===== config.mk =====
export PLATFORM = sky130hd
export DESIGN_NAME = motor_command_frame_decoder_core
export DESIGN_NICKNAME = d
export VERILOG_FILES = /design/src/mcfd_pkg.sv /design/src/mcfd_front.sv /design/src/mcfd_queue.sv /design/src/mcfd_back.sv /design/src/motor_command_frame_decoder_core.sv
export SDC_FILE = /design/constraint.sdc
export NUM_CORES = 2
export LEC_CHECK = 0
export ABC_AREA = 1
export BUFFER_PORTS_ARGS = -buffer_cell sky130_fd_sc_hd__buf_4
export CORE_ASPECT_RATIO = 1.75
export CORE_MARGIN = 1.5
export CORE_UTILIZATION = 60
export CTS_CLUSTER_DIAMETER = 60
export DETAILED_ROUTE_END_ITERATION = 8
export GPL_TIMING_DRIVEN = 0
export PLACE_DENSITY = 0.76
export SYNTH_ARGS = -nofsm -noshare
export SYNTH_HDL_FRONTEND = slang
export SYNTH_HIERARCHICAL = 1
export SYNTH_SLANG_ARGS = --single-unit

===== constraint.sdc =====
create_clock -name i_clk -period 9.5 [get_ports i_clk]
set_clock_uncertainty 0.1 [all_clocks]
set_input_delay 0.475 -clock i_clk [delete_from_list [all_inputs] [get_ports i_clk]]
set_output_delay 0.475 -clock i_clk [all_outputs]
set_load 0.02 [all_outputs]

===== src/mcfd_pkg.sv =====
// Shared types and constants for the motor command frame decoder.
// No dependencies; imported by every module of the block.
`timescale 1ns / 1ps

package mcfd_pkg;

    // Frame layout
    localparam logic [7:0] FRAME_HEADER = 8'hAA;
    localparam logic [7:0] ID_DRIVE     = 8'h01;
    localparam logic [7:0] ID_FOLD      = 8'h02;
    localparam logic [2:0] LAST_POS     = 3'd6;

    // Duty scaling: duty = mag * pwm_top / 32000 = ((mag * pwm_top) >> 8) / 125
    localparam logic [15:0] SPEED_FULL_SCALE = 16'd32000;
    localparam int unsigned DIV_ODD          = 125;
    localparam int unsigned RECIP_SHIFT      = 30;
    // floor(2^30 / 125), error of the estimate stays below one
    localparam logic [23:0] RECIP            = 24'((64'd1 << RECIP_SHIFT) / DIV_ODD);

    // Register reset values
    localparam logic [15:0] PWM_TOP_RST    = 16'd3359;
    localparam logic [15:0] FOLD_LEFT_RST  = 16'd2500;
    localparam logic [15:0] FOLD_RIGHT_RST = 16'd550;

    localparam int QUEUE_DEPTH_DEFAULT = 4;

    typedef enum logic [1:0] {
        REG_PWM_TOP    = 2'd0,
        REG_FOLD_LEFT  = 2'd1,
        REG_FOLD_RIGHT = 2'd2
    } t_reg_idx;

    typedef enum logic [1:0] {
        ACT_IGNORE  = 2'd0,
        ACT_DRIVE   = 2'd1,
        ACT_BAD_SUM = 2'd2,
        ACT_FOLD    = 2'd3
    } t_action;

    // One classified frame, front to back
    typedef struct packed {
        t_action     action;
        logic [15:0] spd_left;
        logic [15:0] spd_right;
    } t_cmd;

    typedef struct packed {
        logic [15:0] pwm_top;
        logic [15:0] fold_left;
        logic [15:0] fold_right;
    } t_cfg;

endpackage


===== src/mcfd_front.sv =====
// Front end: assembles 7-byte frames, checks header, id, drive checksum.
// Depends on mcfd_pkg; pushes one classified command per frame.
`timescale 1ns / 1ps

module mcfd_front (
    input  logic          i_clk,
    input  logic          i_rst_n,
    input  logic          i_valid,
    output logic          o_ready,
    input  logic [7:0]    i_byte,
    output logic          o_push,
    output mcfd_pkg::t_cmd o_cmd,
    input  logic          i_full
);
    import mcfd_pkg::*;

    logic [2:0]  r_pos, n_pos;
    logic        r_hdr_ok;
    logic [7:0]  r_id;
    logic [15:0] r_left, r_right;
    logic [7:0]  r_xor;
    logic        accept;
    logic        last;

    // only the frame-closing word needs queue room
    assign last    = (r_pos == LAST_POS);
    assign o_ready = !last || !i_full;
    assign accept  = i_valid && o_ready;
    assign o_push  = accept && last;

    // classify on the closing word
    always_comb begin
        o_cmd.spd_left  = r_left;
        o_cmd.spd_right = r_right;
        if (r_hdr_ok && r_id == ID_DRIVE) begin
            o_cmd.action = (i_byte == r_xor) ? ACT_DRIVE : ACT_BAD_SUM;
        end else if (r_hdr_ok && r_id == ID_FOLD) begin
            o_cmd.action = ACT_FOLD;
        end else begin
            o_cmd.action = ACT_IGNORE;
        end
    end

    assign n_pos = last ? 3'd0 : r_pos + 3'd1;

    // byte position counter
    always_ff @(posedge i_clk) begin
        if (!i_rst_n) begin
            r_pos <= 3'd0;
        end else if (accept) begin
            r_pos <= n_pos;
        end
    end

    // frame fields
    always_ff @(posedge i_clk) begin
        if (!i_rst_n) begin
            r_hdr_ok <= 1'b0;
            r_id     <= 8'd0;
            r_left   <= 16'd0;
            r_right  <= 16'd0;
            r_xor    <= 8'd0;
        end else if (accept) begin
            unique case (r_pos)
                3'd0: begin
                    r_hdr_ok <= (i_byte == FRAME_HEADER);
                    r_xor    <= 8'd0;
                end
                3'd1: begin
                    r_id  <= i_byte;
                    r_xor <= i_byte;
                end
                3'd2: begin
                    r_left[7:0] <= i_byte;
                    r_xor       <= r_xor ^ i_byte;
                end
                3'd3: begin
                    r_left[15:8] <= i_byte;
                    r_xor        <= r_xor ^ i_byte;
                end
                3'd4: begin
                    r_right[7:0] <= i_byte;
                    r_xor        <= r_xor ^ i_byte;
                end
                3'd5: begin
                    r_right[15:8] <= i_byte;
                    r_xor         <= r_xor ^ i_byte;
                end
                default: begin
                end
            endcase
        end
    end

    a_pos_range: assert property (@(posedge i_clk) disable iff (!i_rst_n)
        r_pos <= LAST_POS)
        else $error("front: byte position out of range");

endmodule


===== src/mcfd_queue.sv =====
// Small command FIFO between frame front end and drive back end.
// Depends on mcfd_pkg for the command type.
`timescale 1ns / 1ps

module mcfd_queue #(
    parameter int DEPTH = mcfd_pkg::QUEUE_DEPTH_DEFAULT
) (
    input  logic           i_clk,
    input  logic           i_rst_n,
    input  logic           i_push,
    input  mcfd_pkg::t_cmd i_data,
    output logic           o_full,
    input  logic           i_pop,
    output mcfd_pkg::t_cmd o_data,
    output logic           o_empty
);
    import mcfd_pkg::*;

    localparam int PTR_W = (DEPTH > 1) ? $clog2(DEPTH) : 1;
    localparam int CNT_W = $clog2(DEPTH + 1);
    localparam logic [PTR_W-1:0] PTR_LAST = PTR_W'(DEPTH - 1);
    localparam logic [CNT_W-1:0] CNT_FULL = CNT_W'(DEPTH);

    t_cmd             r_slots [DEPTH];
    logic [PTR_W-1:0] r_wr, r_rd;
    logic [CNT_W-1:0] r_count;
    logic             do_push, do_pop;

    assign o_full  = (r_count == CNT_FULL);
    assign o_empty = (r_count == '0);
    assign do_push = i_push && !o_full;
    assign do_pop  = i_pop && !o_empty;
    assign o_data  = r_slots[r_rd];

    // pointers and fill level
    always_ff @(posedge i_clk) begin
        if (!i_rst_n) begin
            r_wr    <= '0;
            r_rd    <= '0;
            r_count <= '0;
        end else begin
            if (do_push) begin
                r_wr <= (r_wr == PTR_LAST) ? '0 : r_wr + 1'b1;
            end
            if (do_pop) begin
                r_rd <= (r_rd == PTR_LAST) ? '0 : r_rd + 1'b1;
            end
            if (do_push && !do_pop) begin
                r_count <= r_count + 1'b1;
            end else if (do_pop && !do_push) begin
                r_count <= r_count - 1'b1;
            end
        end
    end

    // storage
    always_ff @(posedge i_clk) begin
        if (do_push) begin
            r_slots[r_wr] <= i_data;
        end
    end

    a_no_overflow: assert property (@(posedge i_clk) disable iff (!i_rst_n)
        !(i_push && o_full))
        else $error("queue: push while full");

    a_count_range: assert property (@(posedge i_clk) disable iff (!i_rst_n)
        r_count <= CNT_FULL)
        else $error("queue: fill level above depth");

endmodule


===== src/mcfd_back.sv =====
// Back end: duty scaling pipeline, held drive settings and result register.
// Depends on mcfd_pkg; takes commands from the queue head.
`timescale 1ns / 1ps

module mcfd_back (
    input  logic           i_clk,
    input  logic           i_rst_n,
    input  mcfd_pkg::t_cfg i_cfg,
    input  mcfd_pkg::t_cmd i_cmd,
    input  logic           i_cmd_valid,
    output logic           o_cmd_pop,
    output logic           o_valid,
    input  logic           i_ready,
    output logic [1:0]     o_action,
    output logic           o_echo,
    output logic           o_left_fwd,
    output logic [15:0]    o_left_duty,
    output logic           o_right_fwd,
    output logic [15:0]    o_right_duty,
    output logic [15:0]    o_servo_left,
    output logic [15:0]    o_servo_right
);
    import mcfd_pkg::*;

    // lane 0 is the left motor, lane 1 the right
    logic        en;
    logic [15:0] speed [2];
    logic [15:0] mag   [2];

    logic        r1_valid, r2_valid, r3_valid, r_out_valid;
    t_action     r1_act, r2_act, r3_act;
    logic [1:0]  r1_fwd, r2_fwd, r3_fwd;
    logic [1:0]  r1_sat, r2_sat, r3_sat;
    logic [31:0] r1_prod [2];
    logic [22:0] r2_num  [2];
    logic [38:0] r2_pplo [2];
    logic [30:0] r2_pphi [2];
    logic [22:0] r3_num  [2];
    logic [16:0] r3_q0   [2];

    logic [46:0] est   [2];
    logic [23:0] back3 [2];
    logic [23:0] rem   [2];
    logic [16:0] quo   [2];
    logic [15:0] duty  [2];

    t_action     r_action;
    logic        r_echo;
    logic [1:0]  r_fwd;
    logic [15:0] r_duty [2];
    logic [15:0] r_servo_l, r_servo_r;

    // whole pipeline moves when the result slot is free or being taken
    assign en        = !r_out_valid || i_ready;
    assign o_cmd_pop = en && i_cmd_valid;

    assign speed[0] = i_cmd.spd_left;
    assign speed[1] = i_cmd.spd_right;

    // magnitude and quotient correction, per lane
    always_comb begin
        for (int k = 0; k < 2; k++) begin
            mag[k]   = speed[k][15] ? 16'(17'h10000 - {1'b0, speed[k]}) : speed[k];
            est[k]   = {8'd0, r2_pplo[k]} + {r2_pphi[k], 16'd0};
            back3[k] = 24'({7'd0, r3_q0[k]} * 24'(DIV_ODD));
            rem[k]   = {1'b0, r3_num[k]} - back3[k];
            quo[k]   = (rem[k] >= 24'(DIV_ODD)) ? r3_q0[k] + 17'd1 : r3_q0[k];
            duty[k]  = r3_sat[k] ? i_cfg.pwm_top : quo[k][15:0];
        end
    end

    // stage valids
    always_ff @(posedge i_clk) begin
        if (!i_rst_n) begin
            r1_valid    <= 1'b0;
            r2_valid    <= 1'b0;
            r3_valid    <= 1'b0;
            r_out_valid <= 1'b0;
        end else if (en) begin
            r1_valid    <= i_cmd_valid;
            r2_valid    <= r1_valid;
            r3_valid    <= r2_valid;
            r_out_valid <= r3_valid;
        end
    end

    // datapath stages: product, partial products of reciprocal, estimate
    always_ff @(posedge i_clk) begin
        if (en) begin
            r1_act <= i_cmd.action;
            r2_act <= r1_act;
            r3_act <= r2_act;
            r2_fwd <= r1_fwd;
            r3_fwd <= r2_fwd;
            r2_sat <= r1_sat;
            r3_sat <= r2_sat;
            for (int k = 0; k < 2; k++) begin
                r1_fwd[k]  <= !speed[k][15];
                r1_sat[k]  <= (mag[k] >= SPEED_FULL_SCALE);
                r1_prod[k] <= {16'd0, mag[k]} * {16'd0, i_cfg.pwm_top};
                r2_num[k]  <= r1_prod[k][30:8];
                r2_pplo[k] <= {16'd0, r1_prod[k][30:8]} * {23'd0, RECIP[15:0]};
                r2_pphi[k] <= {8'd0, r1_prod[k][30:8]} * {23'd0, RECIP[23:16]};
                r3_num[k]  <= r2_num[k];
                r3_q0[k]   <= est[k][46:RECIP_SHIFT];
            end
        end
    end

    // commit: held settings and result code
    always_ff @(posedge i_clk) begin
        if (!i_rst_n) begin
            r_action  <= ACT_IGNORE;
            r_echo    <= 1'b0;
            r_fwd     <= 2'b00;
            r_duty[0] <= 16'd0;
            r_duty[1] <= 16'd0;
            r_servo_l <= 16'd0;
            r_servo_r <= 16'd0;
        end else if (en && r3_valid) begin
            r_action <= r3_act;
            r_echo   <= (r3_act != ACT_IGNORE);
            unique case (r3_act)
                ACT_DRIVE: begin
                    r_fwd     <= r3_fwd;
                    r_duty[0] <= duty[0];
                    r_duty[1] <= duty[1];
                end
                ACT_FOLD: begin
                    r_duty[0] <= 16'd0;
                    r_duty[1] <= 16'd0;
                    r_servo_l <= i_cfg.fold_left;
                    r_servo_r <= i_cfg.fold_right;
                end
                default: begin
                end
            endcase
        end
    end

    assign o_valid       = r_out_valid;
    assign o_action      = r_action;
    assign o_echo        = r_echo;
    assign o_left_fwd    = r_fwd[0];
    assign o_left_duty   = r_duty[0];
    assign o_right_fwd   = r_fwd[1];
    assign o_right_duty  = r_duty[1];
    assign o_servo_left  = r_servo_l;
    assign o_servo_right = r_servo_r;

    a_one_correction: assert property (@(posedge i_clk) disable iff (!i_rst_n)
        r3_valid |-> (rem[0] < 24'(2 * DIV_ODD) && rem[1] < 24'(2 * DIV_ODD)))
        else $error("back: quotient estimate off by more than one");

    a_fold_zeroes: assert property (@(posedge i_clk) disable iff (!i_rst_n)
        (en && r3_valid && r3_act == ACT_FOLD)
            |=> (r_duty[0] == 16'd0 && r_duty[1] == 16'd0 && r_out_valid))
        else $error("back: fold did not clear duties");

    a_echo_match: assert property (@(posedge i_clk) disable iff (!i_rst_n)
        r_out_valid |-> (r_echo == (r_action != ACT_IGNORE)))
        else $error("back: echo flag disagrees with action");

endmodule


===== src/motor_command_frame_decoder_core.sv =====
// Top level of the motor command frame decoder: config registers and wiring.
// Depends on mcfd_pkg, mcfd_front, mcfd_queue and mcfd_back.
//
// Usage:
//   Received serial bytes enter on i_rx_valid / o_rx_ready / i_rx_byte, one
//   word per cycle when ready. Every seventh byte closes a frame; no resync.
//   For each frame one result word leaves on o_res_valid / i_res_ready with
//   the action code, the echo flag and all held drive and servo settings.
//   Other bytes produce nothing.
//   Throughput: one byte per cycle while o_rx_ready is high. Each result is
//   formed by queue write, product, reciprocal partial products and
//   quotient estimate, then correction and commit into the result register.
//   When the receiver stalls, the back pipeline holds and frames collect in
//   a QUEUE_DEPTH-entry queue; once it is full, o_rx_ready drops only for
//   a frame-closing byte.
//   Registers are written through i_cfg_we / i_cfg_idx / i_cfg_data, by the
//   user only while the block is idle (not enforced); index 3 is ignored.
//   Synchronous active-low reset clears frame position, queue level, stage
//   valids and held settings to zero and loads the register defaults.
`timescale 1ns / 1ps

module motor_command_frame_decoder_core #(
    parameter int QUEUE_DEPTH = mcfd_pkg::QUEUE_DEPTH_DEFAULT
) (
    input  logic        i_clk,
    input  logic        i_rst_n,
    input  logic        i_rx_valid,
    output logic        o_rx_ready,
    input  logic [7:0]  i_rx_byte,
    output logic        o_res_valid,
    input  logic        i_res_ready,
    output logic [1:0]  o_action,
    output logic        o_echo_frame,
    output logic        o_left_forward,
    output logic [15:0] o_left_duty,
    output logic        o_right_forward,
    output logic [15:0] o_right_duty,
    output logic [15:0] o_servo_left_pulse,
    output logic [15:0] o_servo_right_pulse,
    input  logic        i_cfg_we,
    input  logic [1:0]  i_cfg_idx,
    input  logic [15:0] i_cfg_data
);
    import mcfd_pkg::*;

    t_cfg r_cfg;
    t_cmd push_cmd, head_cmd;
    logic push, q_full, q_empty, pop;

    // configuration registers
    always_ff @(posedge i_clk) begin
        if (!i_rst_n) begin
            r_cfg.pwm_top    <= PWM_TOP_RST;
            r_cfg.fold_left  <= FOLD_LEFT_RST;
            r_cfg.fold_right <= FOLD_RIGHT_RST;
        end else if (i_cfg_we) begin
            unique case (i_cfg_idx)
                REG_PWM_TOP:    r_cfg.pwm_top    <= i_cfg_data;
                REG_FOLD_LEFT:  r_cfg.fold_left  <= i_cfg_data;
                REG_FOLD_RIGHT: r_cfg.fold_right <= i_cfg_data;
                default: begin
                end
            endcase
        end
    end

    mcfd_front u_front (
        .i_clk   (i_clk),
        .i_rst_n (i_rst_n),
        .i_valid (i_rx_valid),
        .o_ready (o_rx_ready),
        .i_byte  (i_rx_byte),
        .o_push  (push),
        .o_cmd   (push_cmd),
        .i_full  (q_full)
    );

    mcfd_queue #(
        .DEPTH (QUEUE_DEPTH)
    ) u_queue (
        .i_clk   (i_clk),
        .i_rst_n (i_rst_n),
        .i_push  (push),
        .i_data  (push_cmd),
        .o_full  (q_full),
        .i_pop   (pop),
        .o_data  (head_cmd),
        .o_empty (q_empty)
    );

    mcfd_back u_back (
        .i_clk         (i_clk),
        .i_rst_n       (i_rst_n),
        .i_cfg         (r_cfg),
        .i_cmd         (head_cmd),
        .i_cmd_valid   (!q_empty),
        .o_cmd_pop     (pop),
        .o_valid       (o_res_valid),
        .i_ready       (i_res_ready),
        .o_action      (o_action),
        .o_echo        (o_echo_frame),
        .o_left_fwd    (o_left_forward),
        .o_left_duty   (o_left_duty),
        .o_right_fwd   (o_right_forward),
        .o_right_duty  (o_right_duty),
        .o_servo_left  (o_servo_left_pulse),
        .o_servo_right (o_servo_right_pulse)
    );

endmodule

==> run metrics <==
most common cell in the netlist=inv_1; Residual DRC=0; floorplan core area=roughly 0.11 mm^2; M1 GR Usage=33.1%; DRT Wirelength=177000 um; Achievable Freq=approximately 0.11 GHz; Arrival @ worst endpoint=~9.4 ns; Largest delay share family, worst path=adder cells; critical path type=flop to flop; cell row count=160; area share of fa/ha/maj cells after synthesis=between 30% and 40%; Root Buffer=clkbuf_16; largest family of logic cells by synthesized area=adder cells; post-layout min period=between 9 and 10 ns; GRT Max-Usage Layer=met2; drt wl/cell=19.1 um; Critical path buffers and inverters=12; M2 GR Usage=between 50% and 60%; post-synthesis compound-gate area fraction=about 6.7%; H-tree Lvls=2; HPWL Detailed=approximately 140000 um; RSZ-0062 raised after global routing=no; final setup vio count=0; simple-gate share of the synthesized area=15.5%; Worst-Margin Slew=between 1 and 1.5 ns; Fin. Hold Viols=0; Die Footprint=approximately 0.11 mm^2; initial core utilization=about three fifths; CTS sink cnt=between 600 and 700; Synth Register Bits=a little over 600; Worst path max stage delay=0.55 ns; MaxCap Viol Count=0; R2R depth=35; synth top area cells=fa_1, edfxtp_1, ha_1, inv_1, nand2_1; Mapped Cells=around 7600; critical path endpoint category=flop; fin nets=9280; vias in the first global route=about 53000; most frequent cells after synthesis=inv_1, nand2_1, fa_1, ha_1, nor2_1; HP Start=i_rx_byte[2]; Synthesis Warnings=6; Slew Limit Fails=0; io pins=102; hold path depth=3; fin cells=~9300; worst skew pair latency=roughly 0.69 ns; CTS Buffer Depth=3; Rel. slew slack=about 16%; fraction of layout cells with a size suffix above 1=5.21%; xor and xnor area share after synthesis=slightly below 3%; Final ANT Viol Nets=0; fillers=~9200; GR Util met3=about 3.9%; Netlist cell types=63; placed cells=between 9000 and 10000; Die H=between 400 and 500 um; Avg Cell Area, Syn=8.67 um^2; Crit path top cell by count=inv_1; number of synthesized flops with an enable pin=458; IO buf count=92; Initial DRC Count=between 3000 and 4000; Clk pin slew, worst setup/hold paths=about 0.070 ns; asr flop ratio synth=0%; P&R area growth vs syn=7.78%; drt pass-1 iters=7; Worst R2R End=u_back/r1_prod[0][30]$_DFFE_PN_; GP Congestion=approximately 1; global-route usage over all layers=about 32%; via-per-instance ratio=5.49; total nets after synthesis=between 9000 and 10000; Worst setup SP type=flop; CP required=just under 10 ns; Synth Cell Area=between 0.06 and 0.07 mm^2; area leader, netlist=fa_1; r2r setup slk=0.40 ns; Crit Path Max Fanout=10; CTS Buf Count=60; hold worst-path end=u_front/r_id[2]$_SDFFE_PN0P_; Synth top area share=23.6%; vias=50800; Final period util=95.8%; Hold Crit Class=input pin to flop; width of the chip=253 um; CTS tree=done; total grt overflow=0; post-synthesis mux area share=0%; antenna violations before repair=5; ys flop type=edfxtp_1; setup_tns=0 ns; sequential share of the synthesized area=about a quarter; first-pass GRT wire length=275000 um; status=complete, no violations; largest net degree at the start of global routing=approximately 130; Worst path slowest cell=fa_1
## timing repair
action | CTS | global route
hold buffers | 22 | 0
buffers inserted | 0 | 3
resized for setup | 3 | 15
endpoints found under the hold margin | 54 | 0
gates cloned | 0 | 1
setup endpoints to repair | 8 | 20
## flip-flops by register name, indices dropped and copies added, names as in the netlist, 3 cells and up, named ones only
| name | cells |
|---|---|
| u_back/o_servo_right | 16 |
| u_back/r3_q0 | 34 |
| u_back/r3_num | 46 |
| u_back/r_duty | 32 |
| u_back/r2_pphi | 58 |
| u_queue/r_slots | 136 |
| u_back/r2_num | 44 |
| u_front/r_left | 16 |
| u_back/r1_prod | 46 |
| r_cfg | 48 |
| u_front/r_pos | 3 |
| u_back/r2_pplo | 44 |
| u_front/r_xor | 8 |
| u_front/r_right | 16 |
| u_queue/r_count | 3 |
| u_back/o_servo_left | 16 |
| u_front/r_id | 8 |
## cells by family after synthesis
logic type,Yosys count
AOI/OAI and AO/OA,786
xor gates and xnor gates,222
adders and majority gates,1500
buffers and inverters,1996
DFF,608
and+or+nand+nor,2452
## cell type report
| type | instances | area (um^2) | area share [%] |
|---|---|---|---|
| repair inverters | 1 | 5.00 | 0.00708 |
| diodes | 2 | 5.00 | 0.00708 |
| clock buffers | 70 | 1660 | 2.35 |
| well taps | 1458 | 1820 | 2.58 |
| repair buffers | 123 | 1070 | 1.51 |
| multi-input cells | 4960 | 41100 | 58.2 |
| inverters | 1839 | 6940 | 9.82 |
| clock inverters | 43 | 469 | 0.664 |
| flip-flops and latches | 608 | 16800 | 23.7 |
| plain buffers | 156 | 842 | 1.19 |
## how the worst max path moves through the flow
stage / to / depth (start not counted)
2_1_floorplan: u_queue/r_count[1]$_SDFFE_PN0P_ / 10
3_3_place_gp: u_queue/r_count[1]$_SDFFE_PN0P_ / 11
3_5_place_dp: u_back/r1_prod[0][62]$_DFFE_PN_ / 37
4_1_cts: u_back/r1_prod[0][62]$_DFFE_PN_ / 36
5_1_grt: u_back/r1_prod[0][62]$_DFFE_PN_ / 37
6_report: u_back/r1_prod[0][30]$_DFFE_PN_ / 35
## metal layers
metal	up-vias	part of all wire, %
met5	-	0.015
met4	4	8.5
met3	738	5.0
met2	1740	52
met1	24600	34
li1	23800	-
## through the flow
| stage | util (%) | setup slack (ns) | instance area (um^2) | hold WS (ns) |
|---|---|---|---|---|
| CTS | 65.1 | 0.103 | 70600 | 0.0345 |
| detailed placement | 62.9 | -0.267 | 68300 | 0.305 |
| finish | 65.1 | 0.400 | 70700 | 0.0692 |
| global placement | 62.8 | -0.897 | 68100 | 0.300 |
| global route | 65.1 | 0.0101 | 70700 | 0.0653 |
| floorplan | - | 1.60 | 65600 | 0.300 |
## worst reg2reg max path, delay by kind of cell (launching register included)
kind	cells	cell delay [ns]
AOI/OAI and AO/OA	4	0.95
and+or+nand+nor	9	1.42
DFF	1	0.47
adders and majority gates	8	3.59
buffers and inverters	12	1.91
xor gates and xnor gates	2	0.35
## cell usage in the layout, fill, tap and decap left out, types with 8 or more instances in the layout
cell type | Yosys | layout
fa_1 | 773 | 773
nor3_1 | 45 | 45
clkinv_1 | 16 | 17
nor4_1 | 17 | 17
dlygate4sd3_1 | 0 | 22
a31oi_1 | 23 | 23
xnor2_1 | 60 | 60
nand3_1 | 186 | 186
clkbuf_1 | 89 | 85
dfxtp_1 | 150 | 149
inv_1 | 1808 | 1806
ha_1 | 727 | 727
edfxtp_1 | 458 | 458
nor2_1 | 676 | 672
o22ai_2 | 20 | 20
buf_2 | 36 | 36
buf_6 | 15 | 15
nand3b_1 | 15 | 15
xor2_1 | 162 | 162
a21oi_1 | 377 | 377
inv_6 | 4 | 11
buf_4 | 11 | 106
or2_2 | 8 | 8
clkbuf_16 | 0 | 64
o21ai_0 | 259 | 258
o22ai_1 | 15 | 15
nand2_1 | 1351 | 1349
o21ai_1 | 9 | 10
a21o_1 | 12 | 12
nor2_4 | 7 | 11
inv_2 | 11 | 11
o21bai_1 | 16 | 16
nand4_1 | 84 | 84
clkinv_2 | 0 | 9
nor2_2 | 24 | 24
o21a_1 | 16 | 16
nand2_2 | 14 | 16
Power is left out: the tool's default activity adds up to more than one toggle a clock period on the data nets, which glitch-free logic cannot reach.
